===== config.mk =====
export PLATFORM = sky130hd
export DESIGN_NAME = dive_log_four_phase_parser_top
export DESIGN_NICKNAME = d
export VERILOG_FILES = /design/src/rtl/dlfp_pkg.sv /design/src/rtl/dlfp_front.sv /design/src/rtl/dlfp_jobq.sv /design/src/rtl/dlfp_back.sv /design/src/rtl/dive_log_four_phase_parser_top.sv
export SDC_FILE = /design/constraint.sdc
export NUM_CORES = 1
export LEC_CHECK = 0
export BUFFER_PORTS_ARGS = -buffer_cell sky130_fd_sc_hd__buf_4
export CAP_MARGIN = 20
export CORE_UTILIZATION = 28
export DETAILED_ROUTE_END_ITERATION = 8
export GPL_ROUTABILITY_DRIVEN = 0
export PLACE_DENSITY = 0.49
export SYNTH_ARGS = -nofsm -noshare
export SYNTH_HDL_FRONTEND = slang
export SYNTH_SLANG_ARGS = --single-unit

===== constraint.sdc =====
create_clock -name i_clk -period 15.8 [get_ports i_clk]
set_input_delay 0.79 -clock i_clk [delete_from_list [all_inputs] [get_ports i_clk]]
set_output_delay 0.79 -clock i_clk [all_outputs]
set_load 0.05 [all_outputs]

===== src/rtl/dlfp_pkg.sv =====
// ----------------------------------------------------------------------------
// dlfp_pkg
// Types, constants and lookup functions shared by the dive log parser.
// ----------------------------------------------------------------------------
package dlfp_pkg;

    localparam int CountBitsDef = 16;
    localparam int EventDataBytes = 4;
    localparam int MaxRes = 4;

    localparam logic [3:0] KindHeader = 4'd0;
    localparam logic [3:0] KindDepth  = 4'd1;
    localparam logic [3:0] KindTemp   = 4'd2;
    localparam logic [3:0] KindTank   = 4'd3;
    localparam logic [3:0] KindEvent  = 4'd4;
    localparam logic [3:0] KindAscent = 4'd5;
    localparam logic [3:0] KindGas    = 4'd6;
    localparam logic [3:0] KindStop   = 4'd7;
    localparam logic [3:0] KindDeco   = 4'd8;

    localparam logic [1:0] RegStartDepth = 2'd0;
    localparam logic [1:0] RegStartTemp  = 2'd1;
    localparam logic [1:0] RegStartTank  = 2'd2;
    localparam logic [1:0] RegInterval   = 2'd3;

    localparam logic [7:0] CodeDecoDeeper  = 8'hAB;
    localparam logic [7:0] CodeDecoShallow = 8'hAD;
    localparam logic [7:0] CodeNotHeader   = 8'h40;
    localparam logic [4:0] EvtUnknown      = 5'd29;
    localparam logic [7:0] TempOffset      = 8'd40;
    localparam logic [15:0] CeilStep       = 16'd10;

    typedef enum logic [1:0] {
        PH_HEADER,
        PH_FIRST,
        PH_SECOND,
        PH_DATA
    } t_phase;

    typedef struct packed {
        logic [3:0]         kind;
        logic signed [31:0] value;
        logic [15:0]        ceil;
        logic [4:0]         idx;
        logic               pre;
    } t_res;

    typedef struct packed {
        logic [1:0]        nm1;
        t_res [MaxRes-1:0] res;
    } t_job;

    function automatic logic [4:0] record_extra(input logic [7:0] code);
        logic [4:0] r;
        unique case (code)
            8'h00, 8'h03: r = 5'd16;
            8'h01, 8'h10: r = 5'd20;
            8'h02:        r = 5'd17;
            8'h06, 8'h07, 8'h08, 8'h09, 8'h0A,
            8'h0B, 8'h0C, 8'h0D, 8'h0E: r = 5'd18;
            default:      r = 5'd0;
        endcase
        return r;
    endfunction

    function automatic logic [4:0] event_index(input logic [7:0] code);
        logic [4:0] r;
        unique case (code)
            8'hA8: r = 5'd0;
            8'hA9: r = 5'd1;
            8'hAB: r = 5'd2;
            8'hAD: r = 5'd3;
            8'hBD: r = 5'd4;
            8'hC0: r = 5'd5;
            8'hC1: r = 5'd6;
            8'hC2: r = 5'd7;
            8'hC3: r = 5'd8;
            8'hC4: r = 5'd9;
            8'hC5: r = 5'd10;
            8'hC7: r = 5'd11;
            8'hC8: r = 5'd12;
            8'hCC: r = 5'd13;
            8'hCE: r = 5'd14;
            8'hCD: r = 5'd15;
            8'hD0: r = 5'd16;
            8'hD3: r = 5'd17;
            8'hD6: r = 5'd18;
            8'hD8: r = 5'd19;
            8'hE1: r = 5'd20;
            8'hE2: r = 5'd21;
            8'hE3: r = 5'd22;
            8'hE5: r = 5'd23;
            8'hEE: r = 5'd24;
            8'hEF: r = 5'd25;
            8'hF0: r = 5'd26;
            8'hF3: r = 5'd27;
            8'hF6: r = 5'd28;
            default: r = EvtUnknown;
        endcase
        return r;
    endfunction

endpackage


===== src/rtl/dlfp_front.sv =====
// ----------------------------------------------------------------------------
// dlfp_front
// Parses each accepted log byte, updates the accumulators and builds a job.
// ----------------------------------------------------------------------------
module dlfp_front #(
    parameter int COUNT_BITS = dlfp_pkg::CountBitsDef
) (
    input  logic                  i_clk,
    input  logic                  i_rst_n,
    input  logic                  i_accept,
    input  logic [7:0]            i_data_byte,
    input  logic                  i_start_of_log,
    input  logic                  i_end_of_log,
    input  logic [11:0]           i_start_depth,
    input  logic [8:0]            i_start_temp,
    input  logic [14:0]           i_start_tank,
    output logic                  o_push,
    output dlfp_pkg::t_job        o_job,
    output logic [COUNT_BITS-1:0] o_count
);

    dlfp_pkg::t_phase         r_phase, n_phase, s_phase, fb_phase;
    logic [4:0]               r_hleft, n_hleft, s_hleft;
    logic signed [15:0]       r_depth, n_depth, s_depth, fb_depth;
    logic signed [19:0]       r_tank, n_tank, s_tank;
    logic signed [15:0]       r_gas, n_gas, s_gas;
    logic [15:0]              r_ceil, n_ceil, s_ceil, fb_ceil;
    logic [COUNT_BITS-1:0]    r_count, n_count, s_count, fb_count;
    logic [31:0]              r_edata, n_edata;
    logic [2:0]               r_ebl, n_ebl, s_ebl, fb_ebl;
    dlfp_pkg::t_res           fb_res, init_d, init_t, init_k, hdr_res;
    logic                     fb_pre;
    logic [2:0]               cnt;
    logic [6:0]               mag7;
    logic signed [16:0]       sum16;
    logic signed [20:0]       sum20;
    logic signed [7:0]        dd;
    logic [1:0]               rot;

    function automatic logic signed [15:0] sat16(input logic signed [16:0] v);
        logic signed [15:0] r;
        if (v > 17'sd32767) begin
            r = 16'sh7FFF;
        end else if (v < -17'sd32768) begin
            r = 16'sh8000;
        end else begin
            r = v[15:0];
        end
        return r;
    endfunction

    always_comb begin
        if (i_start_of_log) begin
            s_phase = dlfp_pkg::PH_HEADER;
            s_hleft = '0;
            s_depth = 16'(i_start_depth);
            s_tank  = 20'(i_start_tank);
            s_gas   = '0;
            s_ceil  = '0;
            s_count = '0;
            s_ebl   = '0;
        end else begin
            s_phase = r_phase;
            s_hleft = r_hleft;
            s_depth = r_depth;
            s_tank  = r_tank;
            s_gas   = r_gas;
            s_ceil  = r_ceil;
            s_count = r_count;
            s_ebl   = r_ebl;
        end

        fb_res   = '0;
        fb_phase = s_phase;
        fb_depth = s_depth;
        fb_ceil  = s_ceil;
        fb_count = s_count;
        fb_ebl   = s_ebl;
        fb_pre   = 1'b0;
        dd       = i_data_byte[6] ? -8'(i_data_byte[5:0]) : 8'(i_data_byte[5:0]);
        if (i_data_byte[7]) begin
            fb_res.kind  = dlfp_pkg::KindEvent;
            fb_res.value = 32'(i_data_byte);
            fb_res.idx   = dlfp_pkg::event_index(i_data_byte);
            fb_phase     = dlfp_pkg::PH_FIRST;
            if (i_data_byte == dlfp_pkg::CodeDecoDeeper) begin
                fb_ceil  = s_ceil + dlfp_pkg::CeilStep;
                fb_ebl   = 3'(dlfp_pkg::EventDataBytes);
                fb_phase = dlfp_pkg::PH_DATA;
            end else if (i_data_byte == dlfp_pkg::CodeDecoShallow) begin
                fb_ceil  = s_ceil - dlfp_pkg::CeilStep;
                fb_ebl   = 3'(dlfp_pkg::EventDataBytes);
                fb_phase = dlfp_pkg::PH_DATA;
            end
        end else begin
            fb_count     = s_count + 1'b1;
            fb_depth     = sat16(17'(s_depth) + 17'(dd));
            fb_res.kind  = dlfp_pkg::KindDepth;
            fb_res.value = 32'(fb_depth);
            fb_phase     = dlfp_pkg::PH_SECOND;
            fb_pre       = 1'b1;
        end

        init_d       = '0;
        init_d.kind  = dlfp_pkg::KindDepth;
        init_d.value = 32'(s_depth);
        init_t       = '0;
        init_t.kind  = dlfp_pkg::KindTemp;
        init_t.value = 32'(i_start_temp);
        init_k       = '0;
        init_k.kind  = dlfp_pkg::KindTank;
        init_k.value = 32'(s_tank);
        hdr_res       = '0;
        hdr_res.kind  = dlfp_pkg::KindHeader;
        hdr_res.value = 32'(i_data_byte);

        n_phase = s_phase;
        n_hleft = s_hleft;
        n_depth = s_depth;
        n_tank  = s_tank;
        n_gas   = s_gas;
        n_ceil  = s_ceil;
        n_count = s_count;
        n_ebl   = s_ebl;
        n_edata = r_edata;
        o_job   = '0;
        cnt     = '0;
        mag7    = i_data_byte[6:0];
        rot     = 2'(s_count - 1'b1);
        sum16   = '0;
        sum20   = '0;

        unique case (s_phase)
            dlfp_pkg::PH_FIRST: begin
                o_job.res[0] = fb_res;
                cnt     = 3'd1;
                n_phase = fb_phase;
                n_depth = fb_depth;
                n_ceil  = fb_ceil;
                n_count = fb_count;
                n_ebl   = fb_ebl;
            end
            dlfp_pkg::PH_SECOND: begin
                cnt     = 3'd1;
                n_phase = dlfp_pkg::PH_FIRST;
                unique case (rot)
                    2'd0: begin
                        o_job.res[0].kind  = dlfp_pkg::KindAscent;
                        o_job.res[0].value = i_data_byte[7] ? 32'(mag7) : -32'(mag7);
                    end
                    2'd1: begin
                        sum16 = i_data_byte[7] ? 17'(s_gas) - 17'(mag7)
                                               : 17'(s_gas) + 17'(mag7);
                        n_gas = sat16(sum16);
                        o_job.res[0].kind  = dlfp_pkg::KindGas;
                        o_job.res[0].value = 32'(n_gas);
                    end
                    2'd2: begin
                        sum20 = i_data_byte[7] ? 21'(s_tank) - 21'(mag7)
                                               : 21'(s_tank) + 21'(mag7);
                        if (sum20 > 21'sd524287) begin
                            n_tank = 20'sh7FFFF;
                        end else if (sum20 < -21'sd524288) begin
                            n_tank = 20'sh80000;
                        end else begin
                            n_tank = sum20[19:0];
                        end
                        o_job.res[0].kind  = dlfp_pkg::KindTank;
                        o_job.res[0].value = 32'(n_tank);
                    end
                    default: begin
                        o_job.res[0].kind  = dlfp_pkg::KindTemp;
                        o_job.res[0].value = 32'(mag7) + 32'(dlfp_pkg::TempOffset);
                    end
                endcase
            end
            dlfp_pkg::PH_DATA: begin
                n_edata = {i_data_byte, r_edata[31:8]};
                if (s_ebl != 3'd0) begin
                    n_ebl = s_ebl - 1'b1;
                end
                if (n_ebl == 3'd0) begin
                    cnt = 3'd2;
                    o_job.res[0].kind  = dlfp_pkg::KindStop;
                    o_job.res[0].value = 32'(n_edata[15:0]) + 32'd1;
                    o_job.res[0].ceil  = s_ceil;
                    o_job.res[1].kind  = dlfp_pkg::KindDeco;
                    o_job.res[1].value = 32'(n_edata[31:16]) + 32'd1;
                    n_phase = dlfp_pkg::PH_FIRST;
                end
            end
            default: begin
                if (s_hleft != 5'd0) begin
                    o_job.res[0] = hdr_res;
                    cnt     = 3'd1;
                    n_hleft = s_hleft - 1'b1;
                end else if (!i_data_byte[7] && i_data_byte != dlfp_pkg::CodeNotHeader) begin
                    o_job.res[0] = hdr_res;
                    cnt     = 3'd1;
                    n_hleft = dlfp_pkg::record_extra(i_data_byte);
                end else begin
                    o_job.res[0]     = init_d;
                    o_job.res[1]     = init_t;
                    o_job.res[2]     = init_k;
                    o_job.res[0].pre = fb_pre;
                    o_job.res[1].pre = fb_pre;
                    o_job.res[2].pre = fb_pre;
                    o_job.res[3]     = fb_res;
                    cnt     = 3'd4;
                    n_hleft = '0;
                    n_phase = fb_phase;
                    n_depth = fb_depth;
                    n_ceil  = fb_ceil;
                    n_count = fb_count;
                    n_ebl   = fb_ebl;
                end
                if (i_end_of_log && n_phase == dlfp_pkg::PH_HEADER) begin
                    o_job.res[1] = init_d;
                    o_job.res[2] = init_t;
                    o_job.res[3] = init_k;
                    cnt     = 3'd4;
                    n_hleft = '0;
                    n_phase = dlfp_pkg::PH_FIRST;
                end
            end
        endcase

        o_job.nm1 = 2'(cnt - 3'd1);
        o_count   = n_count;
        o_push    = i_accept && (cnt != 3'd0);
    end

    always_ff @(posedge i_clk) begin
        if (!i_rst_n) begin
            r_phase <= dlfp_pkg::PH_HEADER;
            r_hleft <= '0;
            r_depth <= '0;
            r_tank  <= '0;
            r_gas   <= '0;
            r_ceil  <= '0;
            r_count <= '0;
            r_ebl   <= '0;
        end else if (i_accept) begin
            r_phase <= n_phase;
            r_hleft <= n_hleft;
            r_depth <= n_depth;
            r_tank  <= n_tank;
            r_gas   <= n_gas;
            r_ceil  <= n_ceil;
            r_count <= n_count;
            r_ebl   <= n_ebl;
        end
    end

    always_ff @(posedge i_clk) begin
        if (i_accept) begin
            r_edata <= n_edata;
        end
    end

endmodule


===== src/rtl/dlfp_jobq.sv =====
// ----------------------------------------------------------------------------
// dlfp_jobq
// Two-entry queue of parsed jobs between the front and back parts.
// ----------------------------------------------------------------------------
module dlfp_jobq #(
    parameter int COUNT_BITS = dlfp_pkg::CountBitsDef
) (
    input  logic                  i_clk,
    input  logic                  i_rst_n,
    input  logic                  i_push,
    input  dlfp_pkg::t_job        i_job,
    input  logic [COUNT_BITS-1:0] i_count,
    input  logic                  i_pop,
    output logic                  o_full,
    output logic                  o_valid,
    output dlfp_pkg::t_job        o_job,
    output logic [COUNT_BITS-1:0] o_count
);

    dlfp_pkg::t_job        r_job [2];
    logic [COUNT_BITS-1:0] r_cnt_val [2];
    logic                  r_wp, r_rp;
    logic [1:0]            r_used;

    assign o_full  = (r_used == 2'd2);
    assign o_valid = (r_used != 2'd0);
    assign o_job   = r_job[r_rp];
    assign o_count = r_cnt_val[r_rp];

    always_ff @(posedge i_clk) begin
        if (!i_rst_n) begin
            r_wp   <= 1'b0;
            r_rp   <= 1'b0;
            r_used <= '0;
        end else begin
            if (i_push) begin
                r_wp <= ~r_wp;
            end
            if (i_pop) begin
                r_rp <= ~r_rp;
            end
            r_used <= r_used + 2'(i_push) - 2'(i_pop);
        end
    end

    always_ff @(posedge i_clk) begin
        if (i_push) begin
            r_job[r_wp]     <= i_job;
            r_cnt_val[r_wp] <= i_count;
        end
    end

endmodule


===== src/rtl/dlfp_back.sv =====
// ----------------------------------------------------------------------------
// dlfp_back
// Walks head-job results into the output register, one per cycle unless held.
// ----------------------------------------------------------------------------
module dlfp_back #(
    parameter int COUNT_BITS = dlfp_pkg::CountBitsDef
) (
    input  logic                  i_clk,
    input  logic                  i_rst_n,
    input  logic                  i_job_valid,
    input  dlfp_pkg::t_job        i_job,
    input  logic [COUNT_BITS-1:0] i_count,
    input  logic [7:0]            i_interval,
    output logic                  o_job_pop,
    input  logic                  i_pop,
    output logic                  o_empty,
    output logic [3:0]            o_result_kind,
    output logic [23:0]           o_time_seconds,
    output logic signed [31:0]    o_value,
    output logic signed [15:0]    o_ceiling_feet,
    output logic [4:0]            o_event_index,
    output logic                  o_last_of_run
);

    logic [1:0]              r_k;
    logic                    r_ov;
    logic                    load, last;
    dlfp_pkg::t_res          cur;
    logic [COUNT_BITS-1:0]   cnt_eff;
    logic [COUNT_BITS+7:0]   prod;
    logic [31:0]             p32;
    logic [23:0]             tsat;

    always_comb begin
        cur     = i_job.res[r_k];
        last    = (r_k == i_job.nm1);
        load    = i_job_valid && (!r_ov || i_pop);
        cnt_eff = cur.pre ? i_count - 1'b1 : i_count;
        prod    = COUNT_BITS'(cnt_eff) * (COUNT_BITS+8)'(i_interval);
        p32     = 32'(prod);
        tsat    = (p32 > 32'hFFFFFF) ? 24'hFFFFFF : p32[23:0];
        o_job_pop = load && last;
        o_empty   = !r_ov;
    end

    always_ff @(posedge i_clk) begin
        if (!i_rst_n) begin
            r_ov <= 1'b0;
            r_k  <= '0;
        end else begin
            if (load) begin
                r_ov <= 1'b1;
                r_k  <= last ? 2'd0 : r_k + 1'b1;
            end else if (i_pop) begin
                r_ov <= 1'b0;
            end
        end
    end

    always_ff @(posedge i_clk) begin
        if (load) begin
            o_result_kind  <= cur.kind;
            o_time_seconds <= tsat;
            o_value        <= cur.value;
            o_ceiling_feet <= cur.ceil;
            o_event_index  <= cur.idx;
            o_last_of_run  <= last;
        end
    end

endmodule


===== src/rtl/dive_log_four_phase_parser_top.sv =====
// ----------------------------------------------------------------------------
// dive_log_four_phase_parser_top
// Byte-wise dive log parser with a queue-style input and result channel.
// ----------------------------------------------------------------------------
// Input channel: drive i_data_byte with its start/end flags and raise i_push;
// a byte is taken on a clock edge with i_push high and o_full low.
// Result channel: while o_empty is low the oldest result sits on the o_
// ports; i_pop high takes it on that edge. o_last_of_run marks the final
// result caused by one byte.
// Configuration: i_cfg_we writes i_cfg_data to register i_cfg_idx at once.
// A taken byte's job enters the job queue; its results leave through the
// output register. Throughput: one byte per cycle while o_full is low, one
// result per cycle while i_pop is high; a byte makes at most 4 results, and
// a two-entry job queue lets the parser keep taking bytes meanwhile.
// Reset: parser state, queue and output register clear; registers return to
// depth 0, temperature 140, tank 0, interval 1.
// Stall: with i_pop low the output holds, the job queue fills, then o_full
// rises until results drain.
// ----------------------------------------------------------------------------
module dive_log_four_phase_parser_top #(
    parameter int COUNT_BITS = dlfp_pkg::CountBitsDef
) (
    input  logic               i_clk,
    input  logic               i_rst_n,
    input  logic               i_push,
    output logic               o_full,
    input  logic [7:0]         i_data_byte,
    input  logic               i_start_of_log,
    input  logic               i_end_of_log,
    output logic               o_empty,
    input  logic               i_pop,
    output logic [3:0]         o_result_kind,
    output logic [23:0]        o_time_seconds,
    output logic signed [31:0] o_value,
    output logic signed [15:0] o_ceiling_feet,
    output logic [4:0]         o_event_index,
    output logic               o_last_of_run,
    input  logic               i_cfg_we,
    input  logic [1:0]         i_cfg_idx,
    input  logic [14:0]        i_cfg_data
);

    logic [11:0]           r_start_depth;
    logic [8:0]            r_start_temp;
    logic [14:0]           r_start_tank;
    logic [7:0]            r_interval;
    logic                  accept, f_push, q_valid, q_pop;
    dlfp_pkg::t_job        f_job, q_job;
    logic [COUNT_BITS-1:0] f_count, q_count;

    assign accept = i_push && !o_full;

    always_ff @(posedge i_clk) begin
        if (!i_rst_n) begin
            r_start_depth <= '0;
            r_start_temp  <= 9'd140;
            r_start_tank  <= '0;
            r_interval    <= 8'd1;
        end else if (i_cfg_we) begin
            unique case (i_cfg_idx)
                dlfp_pkg::RegStartDepth: r_start_depth <= i_cfg_data[11:0];
                dlfp_pkg::RegStartTemp:  r_start_temp  <= i_cfg_data[8:0];
                dlfp_pkg::RegStartTank:  r_start_tank  <= i_cfg_data;
                default:                 r_interval    <= i_cfg_data[7:0];
            endcase
        end
    end

    dlfp_front #(.COUNT_BITS(COUNT_BITS)) u_front (
        .i_clk          (i_clk),
        .i_rst_n        (i_rst_n),
        .i_accept       (accept),
        .i_data_byte    (i_data_byte),
        .i_start_of_log (i_start_of_log),
        .i_end_of_log   (i_end_of_log),
        .i_start_depth  (r_start_depth),
        .i_start_temp   (r_start_temp),
        .i_start_tank   (r_start_tank),
        .o_push         (f_push),
        .o_job          (f_job),
        .o_count        (f_count)
    );

    dlfp_jobq #(.COUNT_BITS(COUNT_BITS)) u_jobq (
        .i_clk   (i_clk),
        .i_rst_n (i_rst_n),
        .i_push  (f_push),
        .i_job   (f_job),
        .i_count (f_count),
        .i_pop   (q_pop),
        .o_full  (o_full),
        .o_valid (q_valid),
        .o_job   (q_job),
        .o_count (q_count)
    );

    dlfp_back #(.COUNT_BITS(COUNT_BITS)) u_back (
        .i_clk          (i_clk),
        .i_rst_n        (i_rst_n),
        .i_job_valid    (q_valid),
        .i_job          (q_job),
        .i_count        (q_count),
        .i_interval     (r_interval),
        .o_job_pop      (q_pop),
        .i_pop          (i_pop),
        .o_empty        (o_empty),
        .o_result_kind  (o_result_kind),
        .o_time_seconds (o_time_seconds),
        .o_value        (o_value),
        .o_ceiling_feet (o_ceiling_feet),
        .o_event_index  (o_event_index),
        .o_last_of_run  (o_last_of_run)
    );

endmodule


After elaboration in Yosys (flattened, before gate mapping)
Memory sizes are Yosys's and may differ from the RTL's. A register that Yosys moved wholly into a read port is not among the register bits. Index checks and enable logic that the tools add are counted.

Bits in read-only memories: 128. Memories kept: 3. Logic and storage cells: 220. Output and inout bits: 84. Bits in writable memories: 498. Flip-flop bits (word level): 259.

Memories: u_jobq.r_job (words 2, width 233, rd ports 1, clocked after memory_dff 1, write ports 1, RTL line dlfp_jobq.sv:20) `dlfp_pkg::t_job r_job [2];`; (name not given) (words 32, width 4, rd ports 1, clocked after memory_dff 0, write ports 0, RTL line dlfp_pkg.sv:55) `unique case (code)`; u_jobq.r_cnt_val (words 2, width 16, rd ports 1, clocked after memory_dff 1, write ports 1, RTL line dlfp_jobq.sv:21) `logic [COUNT_BITS-1:0] r_cnt_val [2];`.

$lt $le $gt $ge: 7. $mul: 1. Reductions and logical operators: 29. Bitwise gates (word level): 3. Equal/unequal tests: 39. Add/subtract/negate cells: 21. Mux-type cells: 93.

Operator list (number): $mux 173 (3); $mux 16 (22); $eq 8x8->1 const B (29); $pmux 5 s29 (1); $pmux 16 s2 (4); $bmux 58 s2 (1); $mux 58 (2); $mux 115 (1); $pmux 36 s3 (1); $pmux 35 s3 (1); $mux 20 (5); $pmux 36 s2 (1); $mux 55 (1); $mux 51 (1); $mux 36 (1); $mux 35 (1); $mux 5 (7); $add 16x1->17 const B (2); $add 16x8->17 (2); $gt 17x16->1 const B (2); $lt 17x16->1 const B (2); $mux 3 (11); $mux 32 (1); $neg 7->32 (1); 45 further kinds (90).

Longest topological paths before layout
Gate-level depths: netlist of run 1.

Depth in word-level cells: 15. Depth in mapped cells: 28. Depth with buffers taken out: 27.

By module
Synthesis of run 1 repeated with hierarchy kept, for this count alone.

Cells, all modules: 3814. Area total of the unflattened synthesis: 44022.2 um^2.

Modules (own cells, without submodules): dlfp_jobq (instances 1, sequential area each 15114.5 um^2, cells each 799, area each 19099.6 um^2); dlfp_front (instances 1, sequential area each 2602.5 um^2, cells each 2135, area each 14815.5 um^2); dlfp_back (instances 1, sequential area each 2522.4 um^2, cells each 709, area each 8400.6 um^2); dive_log_four_phase_parser_top (instances 1, sequential area each 880.8 um^2, cells each 171, area each 1706.6 um^2).

Least setup slack after synthesis of run 1
OpenSTA, ideal clock, no wires.

Path type: input to register. From: input i_start_of_log. To: memory u_jobq.r_cnt_val[0][0] in the netlist's numbering (enable). Buffers on the path: 8. Arrival time: 10698 ps. Required time: 15146 ps. Path slack: 4448 ps. Library setup time: 654 ps. Stages: 20. Cells stage by stage: buf_2 > clkbuf_1 > inv_1 > clkbuf_1 > buf_1 > clkbuf_1 > nand2_1 > ha_1 > o21a_1 > nand3_1 > nand2_1 > clkbuf_1 > nor2_1 > nand2_1 > clkbuf_1 > clkbuf_1 > o211ai_1 > ha_1 > a31oi_1 > nor2b_1.

Word-level cells in the longest chain between the ends: 12.

Ends and longest elaborated chain: from (decl) (RTL line dive_log_four_phase_parser_top.sv:28) `input logic i_start_of_log,`; branches (longest 7 deep; another with $sub 3x1->3); $pmux 3 s2 (*) (RTL line dlfp_front.sv:133) `unique case (s_phase)`; $reduce_bool 3->1 (*) (RTL line dlfp_front.sv:230) `o_push = i_accept && (cnt != 3'd0);`; $logic_and 1x1->1 (*) (RTL line dlfp_front.sv:230); named net f_push (RTL line dive_log_four_phase_parser_top.sv:47) `logic accept, f_push, q_valid, q_pop;`; $mux 1 (*) (RTL line dlfp_jobq.sv:47) `if (i_push) begin`; $mux 1 (implied by the code) (*) (RTL line dlfp_jobq.sv:49) `r_cnt_val[r_wp] <= i_count;`; to (decl) (RTL line dlfp_jobq.sv:21).

Mark *: on every way through the listed nets, which the timed path passes. The select of a mux whose other input is x is not followed.

==> out/qor.csv, run 1 <==
stage;metric;value;unit
synth;simple-gate share of the synthesized area;15.3;%
critical_path;Worst EP required;16.19;ns
clock_network;Root Buffer;clkbuf_16;
drt;WL final;105;mm
global_route;GRT met2 Usage;27.2;%
synth;xor and xnor area share after synthesis;3.49;%
critical_path;Critical Path Source Type;flip-flop;
global_route;GR Layer Usage met1;25.4;%
floorplanning;# rows;124;
placement;Post-Place Setup Slack;7.63;ns
clock_network;TritonCTS buffer count;60;
drt;DRT Pass-1 Iters;7;
sta;unrepaired setup endpoints after global routing;no;
drt;post-route ant nets;0;
finish;fraction of layout cells with a size suffix above 1;10.6;%
critical_path;slowest CP cell;buf_4;
global_route;largest net degree at the start of global routing;79;
power_and_ir_drop;Leakage Power;13.8;nW
clock_network;H-tree Lvls;2;
floorplanning;height of the die;342;microns
critical_path;Arr. time, crit path;8.53;ns
sta;worst setup slack after layout;7.65;ns
clock_network;CTS tree;done;
sta;clock skew;0.0422;ns
sta;period utilization;51.6;%
sta;Peak Freq;0.123;GHz
outcome;status;completed;
critical_path;CP Capture Type;flip-flop;
synth;Syn. warnings;0;
clock_network;setup bufs post-CTS;0;
synth;Synth Area in Compound Gates;15.9;%
global_route;GRT met3 Usage;3.07;%
synth;ys async rst share;0;%
clock_network;Longest Clk Path Bufs;3;
synth;Post-Syn Area;0.0323;sq mm
drt;initial drt markers;2352;
global_route;global-route wire length before repair;158;mm
floorplanning;I/O pins;116;
finish;Final Instance Area;0.0368;sq mm
power_and_ir_drop;Seq pwr share;37.1;%
placement;Buffers on Ports;115;
finish;most common cell after layout, fill and taps aside;nand2_1;
global_route;Total GRT Usage;17.8;%
finish;Synth-to-Final Area Change;13.8;%
drt;WL/cell;21.8;microns
finish;fin util;32.2;%
synth;syn_area_per_cell;9.98;sq um
finish;Final #Nets;3513;
sta;Setup-failing EPs final;0;
global_route;gr busiest metal;met2;
power_and_ir_drop;Clk network pwr share;28.3;%
placement;placed cell areas;0.0347;sq mm
power_and_ir_drop;Power Internal;3.14;mW
power_and_ir_drop;worst vdd ir;0.0000803;V
critical_path;worst path bufs/invs;3;
drt;drt drc;0;
job;max-cap violations;0;
synth;mux contribution to synthesized area;6.62;%
sta;setup TNS;0;ns
synth;Main synth FF type;edfxtp_1;
critical_path;most used cell, CP;fa_1;
critical_path;critical path class;flip-flop to flip-flop;
clock_network;CTS Sinks;521;
power_and_ir_drop;switch share;37.4;%
critical_path;Critical Path Fanout Max;65;
power_and_ir_drop;pwr dens;136;mW/mm^2
clock_network;clk_lat worst skew;0.68;ns
floorplanning;Core ar.;0.114;sq mm
sta;Slew headroom;16.9;%
sta;pins over their slew limit;0;
drt;Via density;5.17;
global_route;number of global-route vias before repair;24300;
sta;Hold Fails Final Rpt;0;
synth;main combinational cell family by area after synthesis;compound AO/OA/AOI/OAI gates;
floorplanning;Starting Density;28.3;%
power_and_ir_drop;net switching power;1.88;mW
synth;Post-Syn Instances;3239;
synth;net count after synthesis;3477;
worst_hold_path;HP Class;input pin to flip-flop;
global_route;grt ovf;0;
global_route;initial antenna violation count;7;
sta;worst-margin pin slew;1.21;ns
clock_network;hold buffers post-CTS;0;
clock_network;Clock transition at path regs;0.06;ns
drt;DR vias;25000;
sta;Final min period;8.15;ns
power_and_ir_drop;Comb pwr share;34.6;%
synth;Seq/Total Area, Yosys;43.9;%
finish;most frequent cells in the layout;nand2_1 (378), edfxtp_1 (375), nor2_1 (245);
synth;Synth cell types;96;
floorplanning;width of the die;342;microns
floorplanning;die area;0.117;sq mm
critical_path;Top delay family on crit path;adder cells;
synth;Synth Area in Adders;10.3;%
critical_path;critical path's largest stage delay;0.75;ns
synth;number of flops mapped to enable cells by yosys;375;
placement;hpwl dp;76.4;mm
synth;synthesized flop and latch total;521;
clock_network;post-CTS resize count;0;
-- synthesized netlist by cell type (6+ instances only) --
library cell	count	area share (%)
mux2_2	12	0.42
o211ai_1	18	0.42
nand4_1	12	0.23
nor4_1	8	0.15
mux2i_1	108	3.3
a21o_1	32	0.74
o22ai_1	46	0.89
nand2b_1	12	0.23
o221ai_1	16	0.43
maj3_1	10	0.31
o21a_1	20	0.46
dfxtp_1	146	9.0
nor3b_1	11	0.26
or2_2	8	0.15
a221oi_1	13	0.35
a21boi_0	59	1.4
inv_1	183	2.1
fa_1	87	5.4
ha_1	119	4.6
o31ai_1	15	0.35
a22oi_1	49	1.1
and2_1	85	1.6
clkbuf_1	150	1.7
buf_1	23	0.27
xor2_1	35	0.95
edfxtp_1	375	35
or3_1	9	0.17
nor2_1	245	2.8
and3_1	34	0.66
buf_2	7	0.11
a211oi_1	23	0.53
nand3_1	52	0.80
nor2b_1	115	2.2
nand2_1	378	4.4
xnor2_1	94	2.5
o21bai_1	15	0.35
o21ai_0	184	2.8
a32o_1	6	0.19
nor3_1	50	0.77
mux4_2	41	2.9
a31oi_1	17	0.33
a21oi_1	192	3.0
buf_4	8	0.19
-- final timing paths --
path / startpoint / endpoint / cells past startpoint / slack [ns]
max: flip-flop / u_back.o_time_seconds[23]$_DFFE_PP_ / 25 / 7.65
min: i_cfg_data[14] / r_start_tank[14]$_SDFFE_PN0P_ / 3 / 0.39
max reg2reg: flip-flop / u_back.o_time_seconds[23]$_DFFE_PP_ / 25 / 7.65
min reg2reg: u_front.r_ceil[0]$_SDFFE_PN0P_ / u_front.r_ceil[0]$_SDFFE_PN0P_ / 2 / 0.44
-- registers in the layout (all words and copies together) (netlist names), 20 cells and up, named ones only --
name and cells:
u_back.o_value 25, u_jobq.r_job 244, u_back.o_time_seconds 24, u_front.r_tank 20
u_jobq.r_cnt_val 32, u_front.r_edata 24
-- cell families (layout without fill, tap and decap cells) --
kind of cell | Yosys count | after routing
other cells | 0 | 1
xor+xnor | 129 | 129
flops | 521 | 521
mux | 161 | 161
simple gates | 1046 | 1046
fa+ha+maj | 216 | 216
buf+inv | 378 | 463
compound gates | 788 | 788
-- layout make-up --
class	instances	area, sq um
Fill cell	11600	77500
Multi-Input combinational cell	2340	16700
Sequential cell	521	14200
Tap cell	1512	1890
Clock buffer	86	1690
Timing Repair Buffer	163	1280
Inverter	189	711
Clock inverter	25	322
Antenna cell	1	2.50
-- stage by stage --
step	instances	total power, mW	hold WS, ns
after floorplan	3239	3.11	0.407
after global placement	4720	3.64	0.417
after detailed placement	4721	3.63	0.423
after CTS	4832	5.08	0.352
after global routing	4836	5.28	0.384
final	4837	5.02	0.388
-- tightest hold or removal path: cells and delay by family --
| family | cells | cell delay (ns) |
|---|---|---|
| buffers and inverters | 1 | 0.11 |
| and+or+nand+nor | 1 | 0.04 |
| AOI/OAI and AO/OA | 1 | 0.06 |
-- per-layer routing --
layer	part of all wire (%)	wire length, microns	vias to the layer above
li1	-	-	11700
met1	46	48800	12300
met2	44	46100	770
met3	6.6	7000	177
met4	3.1	3240	14
met5	0.086	91	-
-- power by group through the flow --
| stage | sequential [mW] | clock [mW] | combinational [mW] |
|---|---|---|---|
| 6_report | 1.86 | 1.42 | 1.74 |
| 4_1_cts | 1.87 | 1.46 | 1.74 |
| 3_3_place_gp | 1.89 | 0 | 1.74 |
| 2_1_floorplan | 2.21 | 0 | 0.900 |
| 3_5_place_dp | 1.90 | 0 | 1.74 |
| 5_1_grt | 1.89 | 1.51 | 1.88 |
(Power assumes the default switching activity.)
==> run 2: changes to the inputs <==
--- a/config.mk
+++ b/config.mk
@@ -10,7 +10,7 @@
 export CORE_UTILIZATION = 28
 export DETAILED_ROUTE_END_ITERATION = 8
 export GPL_ROUTABILITY_DRIVEN = 0
-export PLACE_DENSITY = 0.49
+export PLACE_DENSITY = 0.51
 export SYNTH_ARGS = -nofsm -noshare
 export SYNTH_HDL_FRONTEND = slang
 export SYNTH_SLANG_ARGS = --single-unit
==> constraint.sdc (replaced) <==
create_clock -name i_clk -period 6.67 [get_ports i_clk]
set_input_delay 0.3335 -clock i_clk [delete_from_list [all_inputs] [get_ports i_clk]]
set_output_delay 0.3335 -clock i_clk [all_outputs]
set_load 0.05 [all_outputs]
==> run 2 against run 1 <==
Non-clock buffer count rose by 116. Critical path depth shrank 1. Register-to-register slack worse by 7.3 ns. Sequential share of layout area is 0.97 points lower. Largest power group unchanged.
==> out/qor.csv, run 2 (synthesis results as in run 1) <==
stage;metric;value;unit
outcome;status;completed;
placement;hpwl dp;77.4;mm
global_route;global-route wire length before repair;158;mm
drt;DR vias;25600;
clock_network;CTS tree;done;
floorplanning;die area;0.117;sq mm
drt;Met1 Wirelength;48.4;mm
drt;met2 WL post-DR;47.0;mm
finish;Final Instance Area;0.0378;sq mm
clock_network;CTS Sinks;521;
critical_path;Arr. time, crit path;6.74;ns
drt;Via density;5.17;
sta;Peak Freq;0.157;GHz
global_route;initial antenna violation count;5;
power_and_ir_drop;worst vdd ir;0.000212;V
finish;Multi-input gate area;0.0168;sq mm
clock_network;H-tree Lvls;2;
critical_path;most used cell, CP;fa_1;
floorplanning;height of the die;342;microns
finish;fraction of layout cells with a size suffix above 1;13.7;%
clock_network;clk_lat worst skew;0.66;ns
global_route;grt ovf;0;
finish;register area;0.0142;sq mm
placement;placed cell areas;0.0355;sq mm
drt;DRT Pass-1 Iters;6;
job;max-cap violations;0;
global_route;Total GRT Usage;17.7;%
floorplanning;I/O pins;116;
floorplanning;Core ar.;0.114;sq mm
sta;Hold Fails Final Rpt;0;
floorplanning;width of the die;342;microns
placement;Post-Place Setup Slack;0.0553;ns
worst_hold_path;HP Class;input pin to flip-flop;
global_route;largest net degree at the start of global routing;94;
critical_path;critical path class;flip-flop to flip-flop;
sta;worst setup slack after layout;0.317;ns
finish;largest registers;u_jobq.r_job x244, u_jobq.r_cnt_val x32, u_back.o_value x25;
critical_path;worst path bufs/invs;3;
critical_path;CP Capture Type;flip-flop;
finish;most common cell after layout, fill and taps aside;nand2_1;
floorplanning;Starting Density;28.3;%
clock_network;Longest Clk Path Bufs;3;
clock_network;Root Buffer;clkbuf_16;
sta;Final min period;6.35;ns
finish;number of fill cells;11600;
critical_path;slowest CP cell;fa_1;
power_and_ir_drop;Leakage Power;14.4;nW
critical_path;Top delay family on crit path;adder cells;
finish;Top reg by flops;u_jobq.r_job;
drt;WL met3;6.96;mm
critical_path;Critical Path Source Type;flip-flop;
drt;WL final;105;mm
clock_network;Clock transition at path regs;0.06;ns
sta;Slew headroom;27.8;%
finish;most frequent cells in the layout;nand2_1 (378), edfxtp_1 (375), buf_4 (259);
sta;setup TNS;0;ns
global_route;number of global-route vias before repair;24500;
sta;clock skew;0.0279;ns
critical_path;worst path cell trace;buf_4 -> mux2i_2 -> ha_1 -> nor2b_1 -> xnor2_2 -> and2_1 -> fa_1 -> fa_1 -> inv_1 -> fa_1 -> fa_1 -> inv_1 -> ha_1 -> o21ai_0 -> a21boi_0 -> o21ai_0 -> a21boi_1 -> o21ai_1 -> a21o_1 -> a41o_1 -> o21a_1 -> o21ai_1 -> o41ai_1 -> xnor2_1;
critical_path;Critical Path Fanout Max;9;
sta;Setup-failing EPs final;0;
critical_path;critical path's largest stage delay;0.54;ns
finish;max reg flops;244;
sta;pins over their slew limit;0;
floorplanning;# rows;124;
drt;initial drt markers;2263;
drt;WL/cell;21.3;microns
power_and_ir_drop;pwr dens;319;mW/mm^2
critical_path;Worst EP required;7.06;ns
drt;post-route ant nets;0;
clock_network;TritonCTS buffer count;58;
drt;drt drc;0;
drt;Max Used Layer;met5;
placement;Buffers on Ports;115;
finish;Synth-to-Final Area Change;16.8;%
sta;period utilization;95.2;%
sta;worst-margin pin slew;1.08;ns
finish;Final #Nets;3627;
==> run 2: final cells by class <==
type	instances	share of cell area (%)
inverter	189	1.88
timing repair buffer	279	5.88
multi-input combinational	2340	44.5
clock inverter	37	1.06
sequential	521	37.6
antenna	1	0.00663
tap	1512	5.01
clock buffer	71	4.06
==> run 2: metrics by stage <==
step	instances	util [%]	hold slack [ns]	total power [mW]
global placement	4825	31.1	0.415	8.76
finish	4950	33.0	0.0374	12.0
global route	4949	33.0	0.0348	12.7
CTS	4946	32.9	0.00128	12.1
detailed placement	4825	31.1	0.422	8.77
floorplan	3239	-	0.407	7.34
==> run 2: worst min-delay path, cell delays in order <==
cell and delay [ns]:
buf_4 0.11, nor2_1 0.08, o31a_1 0.12
==> run 2: power breakdown <==
group          leakage, nW  internal [mW]  switching, mW
Clock                0.942           1.91           1.39
Sequential            4.75           4.20          0.192
Combinational         8.69           1.44           2.90
Total                 14.4           7.55           4.48
==> run 2: worst paths after layout <==
kind	from	to	slack (ns)	depth (start not counted)
max	flip-flop	u_back.o_time_seconds[23]$_DFFE_PP_	0.32	24
min	i_pop	u_back.r_ov$_SDFFE_PN0P_	0.04	3
max reg2reg	flip-flop	u_back.o_time_seconds[23]$_DFFE_PP_	0.32	24
min reg2reg	u_front.r_ceil[0]$_SDFFE_PN0P_	u_front.r_ceil[0]$_SDFFE_PN0P_	0.43	2
==> run 2: timing repair <==
item	CTS	global route
hold buffers	13	0
hold endpoints to repair	23	0
gates resized for setup	0	26
endpoints found under the setup margin	0	8
setup buffers	0	1
==> run 2: routing by layer <==
metal / global-route usage, % / vias up
met1: 25.1 / 12700
met4: 5.34 / 8
met2: 27.5 / 846
met5: 0 / -
li1: - / 11900
met3: 2.94 / 163
